`config.mk`:
```
export PLATFORM = sky130hd
export DESIGN_NAME = xmodem_checksum_receiver_unit
export DESIGN_NICKNAME = d
export VERILOG_FILES = /design/src/xcr_pkg.sv /design/src/xcr_ram.sv /design/src/xcr_datapath.sv /design/src/xcr_ctrl.sv /design/src/xmodem_checksum_receiver_unit.sv
export SDC_FILE = /design/constraint.sdc
export NUM_CORES = 1
export LEC_CHECK = 0
export ABC_AREA = 1
export BUFFER_PORTS_ARGS = -buffer_cell sky130_fd_sc_hd__buf_2
export CAP_MARGIN = 30
export CORE_AREA = 2 2 346 348
export DETAILED_ROUTE_END_ITERATION = 10
export DIE_AREA = 0 0 348 350
export SLEW_MARGIN = 15
export SYNTH_ARGS = -nofsm -noshare
export SYNTH_HDL_FRONTEND = slang
export SYNTH_SLANG_ARGS = --single-unit
```
`constraint.sdc`:
```
create_clock -name i_clk -period 7.9 [get_ports i_clk]
set_input_delay 0.395 -clock i_clk [delete_from_list [all_inputs] [get_ports i_clk]]
set_output_delay 0.395 -clock i_clk [all_outputs]
set_load 0.01 [all_outputs]
```
`src/xcr_pkg.sv`:
```
// ----------------------------------------------------------------------------
// xcr_pkg
// Shared types and codes for the XMODEM checksum receiver.
// ----------------------------------------------------------------------------
package xcr_pkg;

    localparam int unsigned PAYLOAD_BYTES_DEF = 128;

    localparam int unsigned OFFSET_W = 15;
    localparam int unsigned WORD_W   = 32;
    localparam int unsigned LEN_W    = 16;

    localparam logic [7:0] CODE_ACK = 8'h06;
    localparam logic [7:0] CODE_NAK = 8'h15;
    localparam logic [7:0] CODE_EOT = 8'h04;

    localparam logic KIND_WRITE = 1'b0;
    localparam logic KIND_REPLY = 1'b1;

    typedef struct packed {
        logic       command;
        logic [7:0] rx_byte;
        logic       frame_end;
    } t_in_word;

    typedef struct packed {
        logic                result_kind;
        logic [OFFSET_W-1:0] write_offset;
        logic [WORD_W-1:0]   write_word;
        logic [7:0]          reply_byte;
        logic                last;
        logic                busy_res;
    } t_out_word;

    typedef enum logic [1:0] {
        V_NONE,
        V_REPLY,
        V_WRITE
    } t_verdict;

    typedef struct packed {
        logic accept;
        logic load_word;
        logic load_ack;
        logic word_inc;
    } t_xcr_cmd;

    typedef struct packed {
        t_verdict verdict;
        logic     last_word;
    } t_xcr_sts;

endpackage

```
`src/xcr_ram.sv`:
```
// ----------------------------------------------------------------------------
// xcr_ram
// Generic single-write, single-read RAM with registered read data.
// ----------------------------------------------------------------------------
module xcr_ram #(
    parameter int unsigned WIDTH = 32,
    parameter int unsigned DEPTH = 32
) (
    input  logic                     i_clk,
    input  logic                     i_we,
    input  logic [$clog2(DEPTH)-1:0] i_waddr,
    input  logic [WIDTH-1:0]         i_wdata,
    input  logic [$clog2(DEPTH)-1:0] i_raddr,
    output logic [WIDTH-1:0]         o_rdata
);

    logic [WIDTH-1:0] r_mem [DEPTH];
    logic [WIDTH-1:0] r_rdata;

    always_ff @(posedge i_clk) begin
        if (i_we) begin
            r_mem[i_waddr] <= i_wdata;
        end
        r_rdata <= r_mem[i_raddr];
    end

    assign o_rdata = r_rdata;

endmodule

```
`src/xcr_datapath.sv`:
```
// ----------------------------------------------------------------------------
// xcr_datapath
// Frame counter, checksum, payload buffer, frame verdict and result register.
// ----------------------------------------------------------------------------
module xcr_datapath
    import xcr_pkg::*;
#(
    parameter int unsigned PAYLOAD_BYTES = PAYLOAD_BYTES_DEF
) (
    input  logic             i_clk,
    input  logic             i_rst_n,
    input  logic             i_cfg_wr_en,
    input  logic [LEN_W-1:0] i_cfg_wr_data,
    input  t_in_word         i_in_word,
    input  t_xcr_cmd         i_cmd,
    output t_xcr_sts         o_sts,
    output t_out_word        o_out_word
);

    localparam int unsigned FRAME_BYTES = PAYLOAD_BYTES + 4;
    localparam int unsigned CNT_W       = $clog2(FRAME_BYTES + 2);
    localparam int unsigned WORDS       = PAYLOAD_BYTES / 4;
    localparam int unsigned WA_W        = $clog2(WORDS);
    localparam int unsigned LIM_W       = 8 + $clog2(PAYLOAD_BYTES + 1);

    localparam logic [CNT_W-1:0] CNT_DATA_LO = CNT_W'(3);
    localparam logic [CNT_W-1:0] CNT_DATA_HI = CNT_W'(PAYLOAD_BYTES + 3);
    localparam logic [CNT_W-1:0] CNT_FRAME   = CNT_W'(FRAME_BYTES);
    localparam logic [CNT_W-1:0] CNT_WORDS   = CNT_W'(WORDS * 4);
    localparam logic [WA_W-1:0]  WA_LAST     = WA_W'(WORDS - 1);
    localparam logic [LIM_W-1:0] LIM_PAYLOAD = LIM_W'(PAYLOAD_BYTES);

    logic [CNT_W-1:0] r_count;
    logic [7:0]       r_first;
    logic [7:0]       r_blk;
    logic [7:0]       r_sum;
    logic             r_busy;
    logic [LEN_W-1:0] r_file_len;
    logic [WA_W-1:0]  r_k;
    logic [23:0]      r_shift;
    t_out_word        r_out;

    logic [CNT_W-1:0] n_count;
    logic [7:0]       n_first;
    logic [7:0]       n_blk;
    logic [7:0]       n_sum;
    logic             n_busy;
    logic [CNT_W-1:0] data_idx;
    logic             in_data;
    logic             ram_we;
    logic [WORD_W-1:0] ram_rdata;
    logic [LIM_W-1:0] blk_lim;
    logic [LIM_W-1:0] off_full;
    t_verdict         verdict;
    logic [7:0]       reply_code;
    logic [7:0]       b;

    assign b        = i_in_word.rx_byte;
    assign data_idx = r_count - CNT_DATA_LO;
    assign in_data  = (r_count >= CNT_DATA_LO) && (r_count < CNT_DATA_HI);
    assign ram_we   = i_cmd.accept && !i_in_word.command && in_data
                      && (data_idx[1:0] == 2'b11) && (data_idx < CNT_WORDS);

    xcr_ram #(
        .WIDTH (WORD_W),
        .DEPTH (WORDS)
    ) u_ram (
        .i_clk   (i_clk),
        .i_we    (ram_we),
        .i_waddr (data_idx[WA_W+1:2]),
        .i_wdata ({b, r_shift}),
        .i_raddr (r_k),
        .o_rdata (ram_rdata)
    );

    always_comb begin
        n_count    = (r_count <= CNT_FRAME) ? r_count + CNT_W'(1) : r_count;
        n_first    = (r_count == '0) ? b : r_first;
        n_blk      = (r_count == CNT_W'(1)) ? b : r_blk;
        n_sum      = in_data ? r_sum + b : r_sum;
        n_busy     = r_busy;
        blk_lim    = LIM_W'(n_blk) * LIM_PAYLOAD;
        verdict    = V_NONE;
        reply_code = CODE_NAK;
        if (i_in_word.command) begin
            n_busy  = 1'b1;
            verdict = V_REPLY;
        end else if (i_in_word.frame_end) begin
            if (n_count == CNT_FRAME) begin
                if (n_sum == b) begin
                    reply_code = CODE_ACK;
                    if ((n_blk != 8'd0) && (LIM_W'(r_file_len) >= blk_lim)) begin
                        verdict = V_WRITE;
                    end else begin
                        verdict = V_REPLY;
                    end
                end else begin
                    verdict = V_REPLY;
                end
            end else if (n_first == CODE_EOT) begin
                n_busy     = 1'b0;
                reply_code = CODE_ACK;
                verdict    = V_REPLY;
            end
        end
    end

    assign off_full = LIM_W'(r_blk - 8'd1) * LIM_PAYLOAD + LIM_W'({r_k, 2'b00});

    always_ff @(posedge i_clk) begin
        if (!i_rst_n) begin
            r_count    <= '0;
            r_first    <= '0;
            r_blk      <= '0;
            r_sum      <= '0;
            r_busy     <= 1'b0;
            r_file_len <= '0;
            r_k        <= '0;
        end else begin
            if (i_cfg_wr_en) begin
                r_file_len <= i_cfg_wr_data;
            end
            if (i_cmd.accept) begin
                r_k    <= '0;
                r_busy <= n_busy;
                if (!i_in_word.command) begin
                    r_first <= n_first;
                    r_blk   <= n_blk;
                    if (i_in_word.frame_end) begin
                        r_count <= '0;
                        r_sum   <= '0;
                    end else begin
                        r_count <= n_count;
                        r_sum   <= n_sum;
                    end
                end
            end else if (i_cmd.word_inc) begin
                r_k <= r_k + WA_W'(1);
            end
        end
    end

    always_ff @(posedge i_clk) begin
        if (i_cmd.accept && !i_in_word.command && in_data) begin
            r_shift <= {b, r_shift[23:8]};
        end
        if (i_cmd.accept && (verdict == V_REPLY)) begin
            r_out <= '{result_kind: KIND_REPLY, write_offset: '0, write_word: '0,
                       reply_byte: reply_code, last: 1'b1, busy_res: n_busy};
        end else if (i_cmd.load_word) begin
            r_out <= '{result_kind: KIND_WRITE, write_offset: off_full[OFFSET_W-1:0],
                       write_word: ram_rdata, reply_byte: 8'd0, last: 1'b0,
                       busy_res: r_busy};
        end else if (i_cmd.load_ack) begin
            r_out <= '{result_kind: KIND_REPLY, write_offset: '0, write_word: '0,
                       reply_byte: CODE_ACK, last: 1'b1, busy_res: r_busy};
        end
    end

    assign o_sts.verdict   = verdict;
    assign o_sts.last_word = (r_k == WA_LAST);
    assign o_out_word      = r_out;

endmodule

```
`src/xcr_ctrl.sv`:
```
// ----------------------------------------------------------------------------
// xcr_ctrl
// Sequencer for input acceptance, the word write burst and result handoff.
// ----------------------------------------------------------------------------
module xcr_ctrl
    import xcr_pkg::*;
(
    input  logic     i_clk,
    input  logic     i_rst_n,
    input  logic     i_in_valid,
    output logic     o_in_stall,
    output logic     o_out_valid,
    input  logic     i_out_stall,
    input  t_xcr_sts i_sts,
    output t_xcr_cmd o_cmd
);

    typedef enum logic [2:0] {
        S_IDLE,
        S_FETCH,
        S_LOAD,
        S_SEND,
        S_LAST
    } t_state;

    t_state r_state;
    t_state n_state;
    logic   r_in_stall;
    logic   n_in_stall;
    logic   r_out_valid;
    logic   n_out_valid;

    always_comb begin
        n_state     = r_state;
        n_out_valid = r_out_valid;
        o_cmd       = '0;
        unique case (r_state)
            S_IDLE: begin
                if (i_in_valid && !r_in_stall) begin
                    o_cmd.accept = 1'b1;
                    unique case (i_sts.verdict)
                        V_REPLY: begin
                            n_out_valid = 1'b1;
                            n_state     = S_LAST;
                        end
                        V_WRITE: n_state = S_FETCH;
                        default: n_state = S_IDLE;
                    endcase
                end
            end
            S_FETCH: n_state = S_LOAD;
            S_LOAD: begin
                o_cmd.load_word = 1'b1;
                n_out_valid     = 1'b1;
                n_state         = S_SEND;
            end
            S_SEND: begin
                if (!i_out_stall) begin
                    if (i_sts.last_word) begin
                        o_cmd.load_ack = 1'b1;
                        n_state        = S_LAST;
                    end else begin
                        o_cmd.word_inc = 1'b1;
                        n_out_valid    = 1'b0;
                        n_state        = S_FETCH;
                    end
                end
            end
            S_LAST: begin
                if (!i_out_stall) begin
                    n_out_valid = 1'b0;
                    n_state     = S_IDLE;
                end
            end
            default: n_state = S_IDLE;
        endcase
        n_in_stall = (n_state != S_IDLE);
    end

    always_ff @(posedge i_clk) begin
        if (!i_rst_n) begin
            r_state     <= S_IDLE;
            r_in_stall  <= 1'b0;
            r_out_valid <= 1'b0;
        end else begin
            r_state     <= n_state;
            r_in_stall  <= n_in_stall;
            r_out_valid <= n_out_valid;
        end
    end

    assign o_in_stall  = r_in_stall;
    assign o_out_valid = r_out_valid;

endmodule

```
`src/xmodem_checksum_receiver_unit.sv`:
```
// ----------------------------------------------------------------------------
// xmodem_checksum_receiver_unit
// XMODEM checksum receiver: frames, checks and stores 128-byte blocks.
// ----------------------------------------------------------------------------
// Input channel (i_in_valid / o_in_stall): one word per received UART byte,
// or a start command. Output channel (o_out_valid / i_out_stall): file word
// writes and ACK/NAK reply bytes; last marks the final result of an input.
// i_cfg_wr_en / i_cfg_wr_data load file_length.
// A reply is registered and valid in the cycle after its input is accepted. A byte
// with no result leaves the input free for the next word; an input with a reply
// holds off further input until the reply is taken. A good stored block streams
// PAYLOAD_BYTES/4 words, each by RAM read, load and handoff, then the ACK.
// While results are pending o_in_stall is high; a stalled result holds its
// value. Reset clears the frame counter, checksum, busy flag and file_length
// and returns to idle; the payload RAM keeps no reset state.
// ----------------------------------------------------------------------------
module xmodem_checksum_receiver_unit
    import xcr_pkg::*;
#(
    parameter int unsigned PAYLOAD_BYTES = PAYLOAD_BYTES_DEF
) (
    input  logic             i_clk,
    input  logic             i_rst_n,
    input  logic             i_cfg_wr_en,
    input  logic [LEN_W-1:0] i_cfg_wr_data,
    input  logic             i_in_valid,
    output logic             o_in_stall,
    input  t_in_word         i_in_word,
    output logic             o_out_valid,
    input  logic             i_out_stall,
    output t_out_word        o_out_word
);

    t_xcr_cmd cmd;
    t_xcr_sts sts;

    xcr_ctrl u_ctrl (
        .i_clk       (i_clk),
        .i_rst_n     (i_rst_n),
        .i_in_valid  (i_in_valid),
        .o_in_stall  (o_in_stall),
        .o_out_valid (o_out_valid),
        .i_out_stall (i_out_stall),
        .i_sts       (sts),
        .o_cmd       (cmd)
    );

    xcr_datapath #(
        .PAYLOAD_BYTES (PAYLOAD_BYTES)
    ) u_datapath (
        .i_clk         (i_clk),
        .i_rst_n       (i_rst_n),
        .i_cfg_wr_en   (i_cfg_wr_en),
        .i_cfg_wr_data (i_cfg_wr_data),
        .i_in_word     (i_in_word),
        .i_cmd         (cmd),
        .o_sts         (sts),
        .o_out_word    (o_out_word)
    );

endmodule

```
### Word-level counts from Yosys, hierarchy flattened

Memory sizes are Yosys's and may differ from the RTL's. A register that Yosys moved wholly into a read port is not among the register bits.
Index checks and enable logic that the tools add are counted.

| word-level totals | value |
|---|---|
| output and inout bits | 60 |
| logic and storage cells | 113 |
| input port bits | 31 |
| memories | 1 |
| flip-flop bits (word level) | 141 |
| memory bits (writable) | 1024 |

| operators by class | value |
|---|---|
| $lt $le $gt $ge | 5 |
| reduce and logical (&&, ||, !) cells | 20 |
| equality and inequality tests | 17 |
| muxes and demuxes | 45 |
| bitwise logic cells | 2 |
| $add $sub $neg | 6 |

Memories:

| memory | depth | width | rd ports | clocked after Yosys merged registers in | write ports | RTL line | source |
|---|---|---|---|---|---|---|---|
| u_datapath.u_ram.r_mem | 32 | 32 | 1 | 1 | 1 | xcr_ram.sv:17 | `logic [WIDTH-1:0] r_mem [DEPTH];` |

Operators with widths:

| cell | number |
|---|---|
| $mux W58 | 2 |
| $mux W8 | 9 |
| $mux W1 | 17 |
| $ge A16 B15 Y1 | 1 |
| $lt A8 B8 Y1 const B | 2 |
| $add A15 B7 Y15 | 1 |
| $pmux W3 S5 | 1 |
| $mux W2 | 7 |
| $mux W3 | 4 |
| $mux W10 | 1 |
| $mux W5 | 2 |
| $add A8 B1 Y8 const B | 1 |
| $add A8 B8 Y8 | 1 |
| $eq A8 B1 Y1 const B | 1 |
| $eq A8 B3 Y1 const B | 1 |
| $eq A8 B8 Y1 | 1 |
| $eq A8 B8 Y1 const B | 1 |
| $ge A8 B2 Y1 const B | 1 |
| $le A8 B8 Y1 const B | 1 |
| $logic_and A1 B1 Y1 | 8 |
| $logic_not A8 Y1 | 1 |
| $ne A2 B2 Y1 const B | 4 |
| $reduce_bool A8 Y1 | 1 |
| $sub A8 B1 Y8 const B | 1 |
| 20 further kinds | 25 |

### Depth between registers and ports, before layout

| logic depth | value |
|---|---|
| depth after elaboration | 14 |
| gate-level depth with buffers | 22 |
| gate-level depth less buffers | 22 |

### Cells and area by module

A second synthesis with hierarchy kept.

| second synthesis, totals | value |
|---|---|
| cells, all modules | 4406 |
| area, all modules | 49339.8 um2 |

By module, submodules not included:

| module | times used | seq. area each (um2) | area each (um2) | cells each |
|---|---|---|---|---|
| xcr_ram | 1 | 31390.1 | 42405.7 | 3536 |
| xcr_datapath | 1 | 2842.7 | 6601.3 | 814 |
| xcr_ctrl | 1 | 100.1 | 332.8 | 56 |

### Least setup slack after synthesis

No wires, ideal clock.

| timing | value |
|---|---|
| path type | reg2reg |
| from | register u_datapath.r_count[0] |
| to | memory u_datapath.u_ram.r_mem[0][0], enable pin |
| path buffers | 1 |
| arrival time | 4.420 ns |
| setup time | 0.421 ns |
| required time | 7.479 ns |
| clock period less this slack | 4.841 ns |
| slack | 3.059 ns |
| cell stages (with the launch flop) | 12 |
| cell sequence | dfxtp_1 -> ha_1 -> inv_1 -> nand2_4 -> o21ai_2 -> nand2_2 -> buf_6 -> nor2_1 -> nand2_1 -> a311oi_1 -> nand3_1 -> nor2_1 |

| between the ends | value |
|---|---|
| word-level cells in the longest chain between the ends | 7 |
| elaborated cells on any way between the ends | 11 |
| classes of those cells | add/sub: 1; order compare: 3; eq/ne: 1; mux: 2; reduce/logical: 4 |

RTL lines:

| element | RTL line | source |
|---|---|---|
| from (decl) | xcr_datapath.sv:33 | `logic [CNT_W-1:0] r_count;` |
| from (signal assigned) | xcr_datapath.sv:133 | `r_count <= n_count;` |
| branches (longest 7 deep; another with $sub A8 B2 Y8) | n/a |  |
| to (decl) | xcr_ram.sv:17 |  |

Parallel ways; which one is timed is not known.

### Worst setup path in the final report

| timing | value |
|---|---|
| from | register u_ctrl.r_state[0] |
| to | memory u_datapath.u_ram.r_mem[20][6], enable pin |

| between the ends | value |
|---|---|
| word-level cells in the longest chain between the ends | 8 |

RTL lines:

| element | RTL line | source |
|---|---|---|
| from (decl) | xcr_ctrl.sv:26 | `t_state r_state;` |
| from (signal assigned) | xcr_ctrl.sv:86 | `r_state <= n_state;` |
| $logic_not A3 Y1 | xcr_ctrl.sv:37 | `unique case (r_state)` |
| $mux W1 | xcr_ctrl.sv:37 |  |
| $logic_and A1 B1 Y1 (2 in series) | xcr_datapath.sv:61 | `assign ram_we = i_cmd.accept && !i_in_word.command && in_data` |
| $logic_and A1 B1 Y1 (2 in series) | xcr_datapath.sv:62 | `&& (data_idx[1:0] == 2'b11) && (data_idx < CNT_WORDS);` |
| $mux W1 | xcr_ram.sv:21 | `if (i_we) begin` |
| $mux W1 (implied by the code) | xcr_ram.sv:22 | `r_mem[i_waddr] <= i_wdata;` |

Every way passes these cells.

==> reports/metrics.csv <==
metric,value,unit
status,"complete, no violations",
setup tns final,0,ns
CTS sink count,1189,
first-pass GRT wire length,192000,um
Power Density,234,mW/mm^2
Worst setup EP type,flop,
number of global-route vias before repair,29200,
worst slew pin tran,1.00,ns
Starting Density,39.9,%
Routed WL per cell,23.6,um
antenna fix cells,0,
Crit path arrival time,5.70,ns
leakage power,0.0181,uW
reg2reg path depth,13,
FF-to-FF Start,u_ctrl.r_state[0],
grt ovf,0,
top-area cell type share of the netlist area,67.1,%
final hold viol count,0,
VDD IR max,0.215,mV
Worst Hold End,u_datapath.r_k[2],
pre-CTS setup slack,2.59,ns
setup ws final,2.55,ns
hold path cells,4,
cell area after synthesis,0.0470,mm^2
Post-synth EDFFs,1052,
core region area,0.118,mm^2
synth warn,0,
post-synthesis sequential area ratio,73.0,%
Placer Congestion,0.842,
Max Freq,187,MHz
DRT iter0 DRCs,3453,
"Req. time, crit path",8.25,ns
count of cell types in the netlist,45,
post-synth top area cell,edfxtp_1,
clock buffer depth,3,
Root Buffer,clkbuf_16,
RSZ-0062 raised after global routing,false,
# setup viols final,0,
ratio of cells with drive above 1 in the final layout,11.5,%
fin crit share,67.7,%
die area,0.122,mm^2
initial antenna violation count,7,
Final ANT Viol Nets,0,
CTS buffer count,115,
Post-DP HPWL,75300,um
CP Cell Sequence,nor2_1 -> inv_1 -> nor2_1 -> nand2_1 -> nor2_1 -> buf_4 -> inv_2 -> nor2_4 -> nand2_1 -> a311oi_1 -> nand3_1 -> nor2_4 -> buf_4,
CP max stage delay,0.89,ns
largest net degree at the start of global routing,161,
reg-to-reg setup timing slack,2.55,ns
Critical path origin,u_ctrl.r_state[0],
Post-synth top cells,"edfxtp_1, o21ai_0, nor2_1, clkbuf_1, nand2_1",
worst hold path type,in2reg,
Std-Cell Rows,126,
"Top FF cell, synth",edfxtp_1,
CP max stage cell,nand3_1,
Clock Latency Late Sink,0.72,ns
Critical R2R Capture,u_datapath.u_ram.r_mem[20][6],
Layout area overhead,14.1,%
Via density,5.62,
Synth Register Bits,1189,
Syn Area/Cell,12.4,um^2
Slew headroom,33.2,%
Die H,350,um
I/O pin cnt,91,
Critical Path Source Type,flop,
vias post-DR,30900,
ranking of synthesized cells by area,"edfxtp_1, o21ai_0, dfxtp_1",
post-CTS sizing,0,
Final nets,3903,
cell mode on critical path,nor2_1,
crit-path max FO,27,
ys async rst share,0,%
quantity of I/O buffers inserted on ports,84,
Total GRT Usage,20.9,%
"Reg clk slew, reported paths",0.06,ns
Pre-antenna DRT Iters,8,
routed wire length,129000,um
TritonCTS clock tree,yes,
cells after synthesis,3793,
Max Cap Viol,0,
Slew Limit Fails,0,
drc violations,0,
minimum clock period,5.35,ns
critical path class,reg2reg,
most common cell in the netlist,edfxtp_1,
Final Skew,0.0323,ns
H-tree levels,3,
hold_sp,i_out_stall,
Die Width,348,um
area by class of cell:
class                           instances  area [um^2]
Fill cell                           10400        64100
Multi-Input combinational cell       2171        11300
Timing Repair Buffer                  187         1550
Sequential cell                      1189        34300
Clock inverter                         75          776
Inverter                              185          713
Clock buffer                          142         3110
Tap cell                             1536         1920
stage by stage:
step / hold slack (ns) / area [um^2] / util [%] / std cells / power, uW
after floorplan: 0.406 / 47100 / - / 3798 / 7010
after CTS: 0.0293 / 53700 / 45.6 / 5484 / 12600
after global placement: 0.410 / 49200 / 41.8 / 5233 / 7070
after detailed placement: 0.417 / 49600 / 42.1 / 5251 / 7070
final: 0.0827 / 53700 / 45.6 / 5485 / 12500
after global routing: 0.0791 / 53700 / 45.6 / 5485 / 12900
sequential cells by signal (all words and copies together) (netlist names):
register	cells
u_ctrl.o_out_valid	1
u_datapath.r_first	8
u_datapath.r_count	8
u_datapath.r_busy	1
u_ctrl.o_in_stall	1
u_datapath.r_shift	24
u_datapath.r_file_len	16
u_datapath.o_out_word	50
u_datapath.r_blk	8
u_datapath.r_k	5
u_datapath.u_ram.o_rdata	32
u_datapath.u_ram.r_mem	1024
u_ctrl.r_state	3
u_datapath.r_sum	8
report_power, final:
group	leakage, uW	switching (uW)	internal [uW]
logic	0.00561	115	48.6
clock network	0.00190	2420	3170
registers	0.0106	8.88	6770
what timing repair did:
item / in CTS / in global routing
setup buffers: 0 / 0
hold buffers: 16 / 0
endpoints found under the hold margin: 16 / 0
cell families after synthesis:
logic type	share of synthesized area [%]
other	0.00797
xor gates and xnor gates	0.112
AOI/OAI and AO/OA	13.7
buffers and inverters	3.66
adders and majority gates	0.628
and+or+nand+nor	8.88
DFF	73.0
layout by cell type (no fill, tap or decap), types with 10 or more instances in the layout:
cell           count
clkinv_2          29
nor2_1           640
buf_12            10
nand4_1           16
ha_1              22
nand3_1          110
buf_4             64
o211ai_1          42
dlygate4sd3_1     16
o21ai_0          704
clkbuf_16        116
buf_2             85
clkinv_1          19
nor2_4            36
inv_1            178
a21oi_1           38
o22ai_1          128
o221ai_1         128
edfxtp_1        1052
clkbuf_1          15
clkbuf_8          11
nand2_1          213
dfxtp_1          132
bufinv_16         11
o21ai_2           33
worst max-delay path by stage:
stage | to | slack, ns | cells after the start
global placement | u_datapath.u_ram.r_mem[5][1] | 2.45 | 12
floorplan | u_datapath.u_ram.r_mem[0][0] | 3.06 | 11
detailed placement | u_datapath.u_ram.r_mem[21][24] | 2.59 | 13
finish | u_datapath.u_ram.r_mem[20][6] | 2.55 | 13
CTS | u_datapath.u_ram.r_mem[21][6] | 2.56 | 13
global route | u_datapath.u_ram.r_mem[20][6] | 2.08 | 13
layer usage:
layer | global-route usage, % | vias to the layer above | wire, um
met5 | 0 | - | 34
met4 | 5.16 | 6 | 2620
met3 | 2.85 | 154 | 9410
met2 | 33.9 | 1199 | 61200
met1 | 29.8 | 15500 | 55900
li1 | - | 14000 | -
worst max-delay path: cells and delay by family (launching register included):
family                 cells  cell delay, ns
AND/OR/NAND/NOR            8            2.86
flip-flops                 1            0.36
AO/OA/AOI/OAI              1            0.65
buffers and inverters      4            1.06
Power figures use the tool's default switching activity.
